$ cat src/rtl/arp_pkg.sv
`timescale 1ns / 1ps
package arp_pkg;
    localparam int TABLE_ENTRIES = 16;
    localparam int IDX_W = (TABLE_ENTRIES > 1) ? $clog2(TABLE_ENTRIES) : 1;
    localparam int CNT_W = $clog2(TABLE_ENTRIES + 1);
    localparam int QUEUE_DEPTH = 2;

    localparam logic [1:0] FUNC_RECV = 2'd0;
    localparam logic [1:0] FUNC_LOOKUP = 2'd1;
    localparam logic [1:0] FUNC_BUILD = 2'd2;

    localparam logic [15:0] HW_ETHERNET = 16'h0001;
    localparam logic [15:0] PROTO_IPV4 = 16'h0800;
    localparam logic [15:0] OP_REQUEST = 16'h0001;
    localparam logic [15:0] OP_REPLY = 16'h0002;
    localparam logic [47:0] BCAST_MAC = 48'hFFFF_FFFF_FFFF;

    localparam logic [3:0] ST_REPLY = 4'd0;
    localparam logic [3:0] ST_REQUEST = 4'd1;
    localparam logic [3:0] ST_HIT = 4'd2;
    localparam logic [3:0] ST_MISS = 4'd3;
    localparam logic [3:0] ST_BAD_HW = 4'd4;
    localparam logic [3:0] ST_BAD_PROTO = 4'd5;
    localparam logic [3:0] ST_NOT_OURS = 4'd6;
    localparam logic [3:0] ST_FULL = 4'd7;
    localparam logic [3:0] ST_BAD_OP = 4'd8;

    localparam logic [0:0] CFG_LOCAL_IP = 1'd0;
    localparam logic [0:0] CFG_LOCAL_MAC = 1'd1;

    // class the front end assigns to an item
    typedef enum logic [1:0] {
        CMD_DONE,
        CMD_RECV,
        CMD_LOOKUP
    } cmd_t;

    typedef struct packed {
        cmd_t        cmd;
        logic [3:0]  status;
        logic [15:0] arp_op;
        logic [47:0] sender_mac;
        logic [31:0] sender_ip;
        logic [31:0] target_ip;
    } job_t;

    typedef enum logic [1:0] {
        BK_IDLE,
        BK_SCAN,
        BK_FINISH,
        BK_OUT
    } bk_state_t;
endpackage

$ cat src/rtl/arp_front.sv
`timescale 1ns / 1ps
module arp_front (
    input  logic          clk,
    input  logic          rst_n,
    input  logic          in_valid,
    output logic          in_ready,
    input  logic [1:0]    func,
    input  logic [15:0]   hw_type,
    input  logic [15:0]   proto_type,
    input  logic [15:0]   arp_op,
    input  logic [47:0]   sender_mac,
    input  logic [31:0]   sender_ip,
    input  logic [31:0]   target_ip,
    output logic          job_valid,
    input  logic          job_ready,
    output arp_pkg::job_t job
);
    import arp_pkg::*;

    localparam int PTR_W = $clog2(QUEUE_DEPTH);

    job_t             q_reg [QUEUE_DEPTH];
    logic [PTR_W-1:0] wr_reg, wr_next, rd_reg, rd_next;
    logic [PTR_W:0]   cnt_reg, cnt_next;
    job_t             cls;
    logic             push, pop;

    // classify: checks that need no cache access are settled here
    always_comb
    begin
        cls.cmd = CMD_DONE;
        cls.status = ST_BAD_OP;
        cls.arp_op = arp_op;
        cls.sender_mac = sender_mac;
        cls.sender_ip = sender_ip;
        cls.target_ip = target_ip;
        unique case (func)
            FUNC_RECV:
            begin
                if (hw_type != HW_ETHERNET)
                    cls.status = ST_BAD_HW;
                else if (proto_type != PROTO_IPV4)
                    cls.status = ST_BAD_PROTO;
                else
                    cls.cmd = CMD_RECV;
            end
            FUNC_LOOKUP: cls.cmd = CMD_LOOKUP;
            FUNC_BUILD:  cls.status = ST_REQUEST;
            default:     cls.status = ST_BAD_OP;
        endcase
    end

    assign in_ready  = (cnt_reg != (PTR_W + 1)'(QUEUE_DEPTH));
    assign job_valid = (cnt_reg != '0);
    assign job       = q_reg[rd_reg];
    assign push      = in_valid && in_ready;
    assign pop       = job_valid && job_ready;

    always_comb
    begin
        wr_next = wr_reg;
        rd_next = rd_reg;
        cnt_next = cnt_reg;
        if (push)
            wr_next = (wr_reg == PTR_W'(QUEUE_DEPTH - 1)) ? '0 : wr_reg + 1'b1;
        if (pop)
            rd_next = (rd_reg == PTR_W'(QUEUE_DEPTH - 1)) ? '0 : rd_reg + 1'b1;
        if (push && !pop)
            cnt_next = cnt_reg + 1'b1;
        else if (pop && !push)
            cnt_next = cnt_reg - 1'b1;
    end

    always_ff @(posedge clk or negedge rst_n)
    begin
        if (!rst_n)
        begin
            wr_reg <= '0;
            rd_reg <= '0;
            cnt_reg <= '0;
        end
        else
        begin
            wr_reg <= wr_next;
            rd_reg <= rd_next;
            cnt_reg <= cnt_next;
        end
    end

    always_ff @(posedge clk)
    begin
        if (push)
            q_reg[wr_reg] <= cls;
    end
endmodule

$ cat src/rtl/arp_back.sv
`timescale 1ns / 1ps
module arp_back (
    input  logic          clk,
    input  logic          rst_n,
    input  logic          job_valid,
    output logic          job_ready,
    input  arp_pkg::job_t job,
    input  logic [31:0]   local_ip,
    input  logic [47:0]   local_mac,
    output logic          out_valid,
    input  logic          out_ready,
    output logic [3:0]    status,
    output logic [47:0]   eth_dest,
    output logic [15:0]   out_op,
    output logic [15:0]   out_hw_type,
    output logic [15:0]   out_proto_type,
    output logic [47:0]   out_sender_mac,
    output logic [31:0]   out_sender_ip,
    output logic [47:0]   out_target_mac,
    output logic [31:0]   out_target_ip,
    output logic [47:0]   found_mac
);
    import arp_pkg::*;

    logic [31:0]      ip_mem [TABLE_ENTRIES];
    logic [47:0]      mac_mem [TABLE_ENTRIES];

    bk_state_t        state_reg, state_next;
    job_t             job_reg;
    logic [CNT_W-1:0] count_reg, count_next;
    logic [CNT_W-1:0] scan_reg, scan_next;
    logic             hit_reg, hit_next;
    logic [IDX_W-1:0] hit_idx_reg, hit_idx_next;
    logic [31:0]      rd_ip_reg;
    logic [47:0]      rd_mac_reg;
    logic             rd_vld_reg;
    logic [IDX_W-1:0] rd_idx_reg;
    logic             rd_en;
    logic             ip_we, mac_we;
    logic [IDX_W-1:0] wr_idx;
    logic [3:0]       st_reg, st_next;
    logic [47:0]      fmac_reg, fmac_next;
    logic             take;

    assign job_ready = (state_reg == BK_IDLE);
    assign take = job_valid && job_ready;
    // one entry read per cycle while scanning
    assign rd_en = (state_reg == BK_SCAN) && (scan_reg < count_reg) && !hit_reg;

    always_comb
    begin
        state_next = state_reg;
        unique case (state_reg)
            BK_IDLE:
                if (take)
                    state_next = (job.cmd == CMD_DONE) ? BK_OUT : BK_SCAN;
            BK_SCAN:
                if (!rd_en && !rd_vld_reg)
                    state_next = BK_FINISH;
            BK_FINISH: state_next = BK_OUT;
            BK_OUT:
                if (out_ready)
                    state_next = BK_IDLE;
            default: state_next = BK_IDLE;
        endcase
    end

    always_comb
    begin
        scan_next = scan_reg;
        hit_next = hit_reg;
        hit_idx_next = hit_idx_reg;
        count_next = count_reg;
        st_next = st_reg;
        fmac_next = fmac_reg;
        ip_we = 1'b0;
        mac_we = 1'b0;
        wr_idx = hit_idx_reg;
        unique case (state_reg)
            BK_IDLE:
            begin
                scan_next = '0;
                hit_next = 1'b0;
                st_next = job.status;
                fmac_next = '0;
            end
            BK_SCAN:
            begin
                if (rd_en)
                    scan_next = scan_reg + 1'b1;
                if (rd_vld_reg && !hit_reg && rd_ip_reg == job_reg.sender_ip)
                begin
                    hit_next = 1'b1;
                    hit_idx_next = rd_idx_reg;
                end
            end
            BK_FINISH:
            begin
                if (job_reg.cmd == CMD_LOOKUP)
                begin
                    st_next = hit_reg ? ST_HIT : ST_MISS;
                    fmac_next = rd_mac_reg;
                end
                else
                begin
                    mac_we = hit_reg;
                    if (job_reg.target_ip != local_ip)
                        st_next = ST_NOT_OURS;
                    else if (!hit_reg && count_reg >= CNT_W'(TABLE_ENTRIES))
                        st_next = ST_FULL;
                    else
                    begin
                        if (!hit_reg)
                        begin
                            ip_we = 1'b1;
                            mac_we = 1'b1;
                            wr_idx = count_reg[IDX_W-1:0];
                            count_next = count_reg + 1'b1;
                        end
                        st_next = (job_reg.arp_op == OP_REQUEST) ? ST_REPLY : ST_BAD_OP;
                    end
                end
            end
            BK_OUT: ;
            default: ;
        endcase
    end

    always_ff @(posedge clk or negedge rst_n)
    begin
        if (!rst_n)
        begin
            state_reg <= BK_IDLE;
            count_reg <= '0;
            scan_reg <= '0;
            hit_reg <= 1'b0;
            rd_vld_reg <= 1'b0;
        end
        else
        begin
            state_reg <= state_next;
            count_reg <= count_next;
            scan_reg <= scan_next;
            hit_reg <= hit_next;
            rd_vld_reg <= rd_en;
        end
    end

    always_ff @(posedge clk)
    begin
        if (take)
            job_reg <= job;
        hit_idx_reg <= hit_idx_next;
        st_reg <= st_next;
        fmac_reg <= fmac_next;
        rd_idx_reg <= scan_reg[IDX_W-1:0];
        if (rd_en)
            rd_ip_reg <= ip_mem[scan_reg[IDX_W-1:0]];
        // on leaving scan, the read port fetches the hit mac, which finish uses for a lookup
        if (state_reg == BK_SCAN && state_next == BK_FINISH)
            rd_mac_reg <= mac_mem[hit_idx_next];
        if (ip_we)
            ip_mem[wr_idx] <= job_reg.sender_ip;
        if (mac_we)
            mac_mem[wr_idx] <= job_reg.sender_mac;
    end

    logic frame, req;
    assign frame = (st_reg == ST_REPLY) || (st_reg == ST_REQUEST);
    assign req = (st_reg == ST_REQUEST);

    assign out_valid      = (state_reg == BK_OUT);
    assign status         = st_reg;
    assign found_mac      = (st_reg == ST_HIT) ? fmac_reg : '0;
    assign eth_dest       = !frame ? '0 : req ? BCAST_MAC : job_reg.sender_mac;
    assign out_op         = !frame ? '0 : req ? OP_REQUEST : OP_REPLY;
    assign out_hw_type    = frame ? HW_ETHERNET : '0;
    assign out_proto_type = frame ? PROTO_IPV4 : '0;
    assign out_sender_mac = frame ? local_mac : '0;
    assign out_sender_ip  = !frame ? '0 : req ? job_reg.sender_ip : local_ip;
    assign out_target_mac = !frame ? '0 : req ? BCAST_MAC : job_reg.sender_mac;
    assign out_target_ip  = !frame ? '0 : req ? job_reg.target_ip : job_reg.sender_ip;
endmodule

$ cat src/rtl/arp_responder_with_cache_unit.sv
`timescale 1ns / 1ps
// channel | direction | handshake            | payload
// in      | input     | in_valid / in_ready   | func .. target_ip
// out     | output    | out_valid / out_ready | status .. found_mac
// cfg     | input     | cfg_valid / cfg_ready | cfg_index, cfg_data
//
// a packet or lookup walks the cached entries in the back end's scan state, then
// settles in finish and shows its result in the out state, holding it until out_ready;
// one cache entry is compared per cycle by the back end's single comparator,
// and a match stops the walk early
// a build request or early drop skips the scan and goes straight to the out state;
// after each result the back end returns to idle, where it takes the next item
// reset empties the cache at once (entry count to zero), no clearing pass
// a two-deep item queue lets the front accept while the back end scans or
// waits on out_ready
module arp_responder_with_cache_unit (
    input  logic        clk,
    input  logic        rst_n,
    input  logic        in_valid,
    output logic        in_ready,
    input  logic [1:0]  func,
    input  logic [15:0] hw_type,
    input  logic [15:0] proto_type,
    input  logic [15:0] arp_op,
    input  logic [47:0] sender_mac,
    input  logic [31:0] sender_ip,
    input  logic [31:0] target_ip,
    output logic        out_valid,
    input  logic        out_ready,
    output logic [3:0]  status,
    output logic [47:0] eth_dest,
    output logic [15:0] out_op,
    output logic [15:0] out_hw_type,
    output logic [15:0] out_proto_type,
    output logic [47:0] out_sender_mac,
    output logic [31:0] out_sender_ip,
    output logic [47:0] out_target_mac,
    output logic [31:0] out_target_ip,
    output logic [47:0] found_mac,
    input  logic        cfg_valid,
    output logic        cfg_ready,
    input  logic [0:0]  cfg_index,
    input  logic [47:0] cfg_data
);
    import arp_pkg::*;

    logic        job_valid, job_ready;
    job_t        job;
    logic [31:0] local_ip_reg;
    logic [47:0] local_mac_reg;

    // config writes are always taken
    assign cfg_ready = 1'b1;

    always_ff @(posedge clk or negedge rst_n)
    begin
        if (!rst_n)
        begin
            local_ip_reg <= '0;
            local_mac_reg <= '0;
        end
        else if (cfg_valid)
        begin
            unique case (cfg_index)
                CFG_LOCAL_IP:  local_ip_reg <= cfg_data[31:0];
                CFG_LOCAL_MAC: local_mac_reg <= cfg_data;
                default: ;
            endcase
        end
    end

    // front end: classify and queue
    arp_front u_front (
        .clk(clk), .rst_n(rst_n),
        .in_valid(in_valid), .in_ready(in_ready),
        .func(func), .hw_type(hw_type), .proto_type(proto_type), .arp_op(arp_op),
        .sender_mac(sender_mac), .sender_ip(sender_ip), .target_ip(target_ip),
        .job_valid(job_valid), .job_ready(job_ready), .job(job)
    );

    // back end: cache scan, update and result
    arp_back u_back (
        .clk(clk), .rst_n(rst_n),
        .job_valid(job_valid), .job_ready(job_ready), .job(job),
        .local_ip(local_ip_reg), .local_mac(local_mac_reg),
        .out_valid(out_valid), .out_ready(out_ready),
        .status(status), .eth_dest(eth_dest), .out_op(out_op),
        .out_hw_type(out_hw_type), .out_proto_type(out_proto_type),
        .out_sender_mac(out_sender_mac), .out_sender_ip(out_sender_ip),
        .out_target_mac(out_target_mac), .out_target_ip(out_target_ip),
        .found_mac(found_mac)
    );
endmodule

$ cat config.mk
export PLATFORM = sky130hd
export DESIGN_NAME = arp_responder_with_cache_unit
export DESIGN_NICKNAME = d
export VERILOG_FILES = /design/src/rtl/arp_pkg.sv /design/src/rtl/arp_front.sv /design/src/rtl/arp_back.sv /design/src/rtl/arp_responder_with_cache_unit.sv
export SDC_FILE = /design/constraint.sdc
export NUM_CORES = 2
export LEC_CHECK = 0
export CELL_PAD_IN_SITES_DETAIL_PLACEMENT = 1
export CELL_PAD_IN_SITES_GLOBAL_PLACEMENT = 2
export CORE_UTILIZATION = 44
export CTS_CLUSTER_SIZE = 28
export DETAILED_ROUTE_END_ITERATION = 10
export DONT_BUFFER_PORTS = 1
export PLACE_DENSITY = 0.75
export SETUP_SLACK_MARGIN = 0.02
export SLEW_MARGIN = 20
export SYNTH_ARGS = -nofsm -noshare
export SYNTH_HDL_FRONTEND = slang
export SYNTH_SLANG_ARGS = --single-unit
$ cat constraint.sdc
create_clock -name clk -period 7.4 [get_ports clk]
set_clock_uncertainty 0.1 [all_clocks]
set_input_delay 1.48 -clock clk [delete_from_list [all_inputs] [get_ports clk]]
set_output_delay 1.48 -clock clk [all_outputs]
set_load 0.02 [all_outputs]
### Yosys cells after proc, flatten, opt, wreduce, memory -nomap -nowiden

Memories as Yosys holds them, arrays and structs flattened. A register that Yosys moved wholly into a read port is not among the register bits.
Cells that the tools add are included.

* register bits: 288
* RAM bits: 1548
* output and inout port bits: 311
* word-level logic and storage cells: 145
* memories kept: 3

* add/subtract/negate cells: 6
* $lt $le $gt $ge: 2
* equal/unequal tests: 18
* multiplexer cells: 61
* bitwise gates (word level): 5
* reduce and logical (&&, ||, !) cells: 31

Memories
* u_back.mac_mem: depth 16, bits a word 48, rd ports 1, clocked after Yosys merged registers in 1, write ports 1, line arp_back.sv:26 `logic [47:0] mac_mem [TABLE_ENTRIES];`
* u_back.ip_mem: depth 16, bits a word 32, rd ports 1, clocked after Yosys merged registers in 1, write ports 1, line arp_back.sv:25 `logic [31:0] ip_mem [TABLE_ENTRIES];`
* u_front.q_reg: depth 2, bits a word 134, rd ports 1, clocked after Yosys merged registers in 0, write ports 1, line arp_front.sv:22 `job_t q_reg [QUEUE_DEPTH];`

Operators by type and width (count)
* 2-to-1 mux 48 bit: 5
* 2-to-1 mux 32 bit: 4
* one-hot mux 48 bit (2 select lines): 1
* 2-to-1 mux 4 bit: 13
* == test 32 bit: 1
* != test 32 bit: 1
* 2-to-1 mux 1 bit: 22
* == test 16 x 1 -> 1 bit (second input constant): 1
* 2-to-1 mux 16 bit: 1
* != test 16 x 1 -> 1 bit (second input constant): 1
* != test 16 x 12 -> 1 bit (second input constant): 1
* one-hot mux 4 bit (2 select lines): 2
* 2-to-1 mux 2 bit: 7
* 2-to-1 mux 12 bit: 1
* logical AND 1 bit: 11
* adder 5 x 1 -> 5 bit (second input constant): 2
* == test 2 bit (second input constant): 5
* one-hot mux 5 bit (2 select lines): 1
* AND reduction 2 bit: 5
* one-hot mux 2 bit (4 select lines): 1
* nonzero test 2 bit: 4
* zero test 2 bit: 3
* >= comparator 5 bit (second input constant): 1
* zero test 1 bit: 5
* 16 further kinds: 24

### Depth between registers and ports, before layout

* depth in word-level cells: 9
* gate-level depth with buffers: 11
* gate-level depth less buffers: 9

### Cells and area by module

Synthesis repeated with hierarchy kept, for this count alone.

* cells, all modules: 6566
* area, all modules: 87855.5 um2

Modules (own cells, without submodules)
* arp_back: times used 1, cells an instance 5941, area each 74694.1 um2, sequential area each 46814.9 um2
* arp_front: times used 1, cells an instance 452, area each 9960.8 um2, sequential area each 8087.8 um2
* arp_responder_with_cache_unit: times used 1, cells an instance 173, area each 3200.6 um2, sequential area each 2001.9 um2

### Worst setup path before layout

OpenSTA, ideal clock, no wires.

* path type: input port to flip-flop
* start: input in_valid
* end: memory u_front.q_reg[0][0] in the netlist's numbering, enable pin
* setup time: 0.627 ns
* arrival: 7.101 ns
* setup slack: -0.428 ns
* stages: 2
* path through: nand2_1 -> nor2_1

* word-level cells in the longest chain between the ends: 3

Ends and longest elaborated chain
* start, declared: line arp_responder_with_cache_unit.sv:19 `input logic in_valid,`
* logical AND 1 bit: line arp_front.sv:56 `assign push = in_valid && in_ready;`
* 2-to-1 mux 1 bit: line arp_front.sv:92 `if (push)`
* 2-to-1 mux 1 bit (not written as such): line arp_front.sv:93 `q_reg[wr_reg] <= cls;`
* end, declared: line arp_front.sv:22

No other way between the ends.

### Worst setup path in the final report

* start: register u_back.job_reg[52] in the netlist's numbering
* end: register u_back.rd_mac_reg[17] (read register of u_back.mac_mem) (data pin)

* word-level cells in the longest chain between the ends: 4

Ends and longest elaborated chain
* start, declared: line arp_back.sv:29 `job_t job_reg;`
* start signal, assigned: line arp_back.sv:152 `job_reg <= job;`
* == test 32 bit: line arp_back.sv:91 `if (rd_vld_reg && !hit_reg && rd_ip_reg == job_reg.sender_ip)`
* logical AND 1 bit: line arp_back.sv:91
* 2-to-1 mux 4 bit: line arp_back.sv:91
* 2-to-1 mux 4 bit: line arp_back.sv:79 `unique case (state_reg)`
* end, declared: line arp_back.sv:35 `logic [47:0] rd_mac_reg;`

No other way between the ends.
A chain may end at the register's enable or synchronous reset.

==> reports/qor.csv <==
metric,value,unit
status,finished clean,
p_comb_share,12.4,%
r2r-end,u_back.rd_mac_reg[17],
period_share,74.1,%
ant_nets,0,
finalMaxSlewViolations,0,
power_leakage,29.2,nW
grt_max_degree,116,
cts_tree,yes,
cts_resized,0,
grt_pass1_vias,37964,
rsz0062_at_grt,no,
synth_cells,3860,
first_pass_iters,5,
ctsHoldBuffers,0,
io_buffers,0,
nets,4121,
stdcell_area,0.0827,mm2
ctsRootBufferMaster,clkbuf_16,
crit_slowest_cell,edfxtp_1,
cts_buffers,190,
grt_usage,22.4,%
path_cells,xor2_1 -> nor4_1 -> nand4_1 -> nor3_4 -> mux2i_4 -> buf_12 -> mux2i_1 -> o22ai_1 -> or4_1,
switchingPower,7.63,mW
antenna_found_initial,10,
final_common_cell,edfxtp_1,
hold_viol,0,
slew-limit-headroom,22.8,%
synth_area_leaders,"edfxtp_1, mux2i_1, mux4_2, dfrtp_1, mux2_2",
synth_compound_area_share,1.88,%
p_int,20.0,mW
drv_cap,0,
clk_latency,0.84,ns
synth.avg_cell_area,19.2,um2
finalCriticalPeriod,5.48,ns
routed_via_density,5.76,
hold_path_class,in -> async,
synthesis.area,0.0739,mm2
yosysUniqueCellTypes,44,
grt_pass1_wl,271000,um
p_per_area,333,mW/mm2
path_max_fanout,115,
coreArea,0.167,mm2
finalSetupViolations,0,
ys_async_sr_fraction,5.12,%
synth_largest_area_cell,edfxtp_1,
clkPwrFrac,34.9,%
clock.fmax,182,MHz
cts.clk_slew.worst_paths,0.06,ns
drc,0,
yosysWarnings,0,
synthFlopType,edfxtp_1,
wl_per_cell,30.7,um
final_cell_mix,"edfxtp_1, mux2i_1, mux2_2",
r2r_slack,1.92,ns
synth_top_family_by_area,multiplexers,
cts_sinks,1914,
cp_data_arrival_time,5.96,ns
final_core_util,49.5,%
cp.required,7.87,ns
htree_levels,4,
die-width,412,um
p_sw_share,27.7,%
drive_above_1_share,19.6,%
syn2layout_area_growth,11.9,%
drt-total-wl,192000,um
final_cells,6264,
drt_iter0_markers,3172,
pin_count,527,
seqPwrFrac,52.8,%
synth_simple_gate_area_share,3.63,%
r2r_cells,9,
synth-edff-count,1808,
cts_buffer_depth,3,
power,27.6,mW
synth_seq_cells,1914,
dpl-instance-area,0.0765,mm2
tightest_slew,1.16,ns
start_util,44.3,%
yosys-mux-area-fraction,14.3,%
ir_drop,0.275,mV
dp.cells,5909,
cpPeakStageDelay,0.92,ns
grt.overflow.total,0,
gp_congestion,0.786,
die-area,0.170,mm2
synth_top_area_share,73.4,%
synthAdderAreaFrac,0.118,%
crit_buf_inv,1,
vias,36096,
cts_setup_buffers,0,
synth_xor_xnor_area_share,0.888,%
r2r_start,u_back.job_reg[52],
path_class,reg -> reg,
end_kind,flip-flop,
dieHeight,412,um
largest_reg_flops,768,
setup_tns,0,ns
rows,150,
hpwl,109000,um
crit_family,simple AND/OR/NAND/NOR gates,
synth-seq-area-share,77.0,%
start_kind,flip-flop,
==> area by class of cell <==
cell class | count | area, um2
Antenna cell | 7 | 17.5
Inverter | 11 | 46.3
Timing Repair Buffer | 95 | 891
Clock inverter | 99 | 1020
Fill cell | 15181 | 84300
Clock buffer | 248 | 5140
Multi-Input combinational cell | 1686 | 16000
Sequential cell | 1914 | 56900
Tap cell | 2204 | 2760
==> logic make-up (layout without fill, tap and decap cells) <==
| logic type | count (synthesis) | after routing |
|---|---|---|
| AOI/OAI and AO/OA | 225 | 225 |
| DFF | 1914 | 1914 |
| adders and majority gates | 7 | 7 |
| muxes | 828 | 828 |
| xor gates and xnor gates | 75 | 75 |
| and+or+nand+nor | 506 | 506 |
| buffers and inverters | 303 | 453 |
| other | 2 | 52 |
==> synth_stat cells, drive strengths merged, types with 9 or more instances <==
library cell	instances
nand4	9
inv	11
o21ai	15
dfrtp	98
nor3	9
a21oi	12
nand2	16
mux4	160
mux2	213
edfxtp	1808
buf	184
nor2	207
clkbuf	108
and2	146
o22ai	192
mux2i	455
xor2	69
nor4	28
nand3	9
or4	48
==> per-stage QoR <==
stage / worst slack [ns] / hold WS, ns
2_1_floorplan: 1.23 / 0.272
3_3_place_gp: 2.19 / 0.379
3_5_place_dp: 2.01 / 0.387
4_1_cts: 1.96 / 0.167
5_1_grt: 1.71 / 0.196
6_report: 1.92 / 0.231
==> power by group through the flow <==
stage	logic [mW]	clock network (mW)	registers [mW]
floorplan	2.50	0	14.3
global placement	3.41	0	14.7
detailed placement	3.44	0	14.8
CTS	3.46	9.80	14.6
global route	3.61	10.1	14.7
finish	3.41	9.63	14.6
==> per-layer routing <==
layer / GRT usage, % / wire length, um / up-vias
met3: 4.39 / 13200 / 284
met4: 7.29 / 5330 / 2
met1: 30.8 / 81600 / 19300
li1: - / - / 15203
met2: 36.0 / 91900 / 1307
met5: 0 / 13 / -
==> worst max-delay path by stage <==
stage / start / to / depth (start not counted)
2_1_floorplan: u_back.scan_reg[1] / u_back.rd_mac_reg[0] / 7
3_3_place_gp: u_back.job_reg[52] / u_back.rd_mac_reg[11] / 9
3_5_place_dp: u_back.job_reg[52] / u_back.rd_mac_reg[11] / 9
4_1_cts: u_back.status[1] / out_sender_mac[0] / 5
5_1_grt: u_back.job_reg[52] / u_back.rd_mac_reg[19] / 9
6_report: u_back.job_reg[52] / u_back.rd_mac_reg[17] / 9
Note: power is estimated with default switching activity, not from simulation.
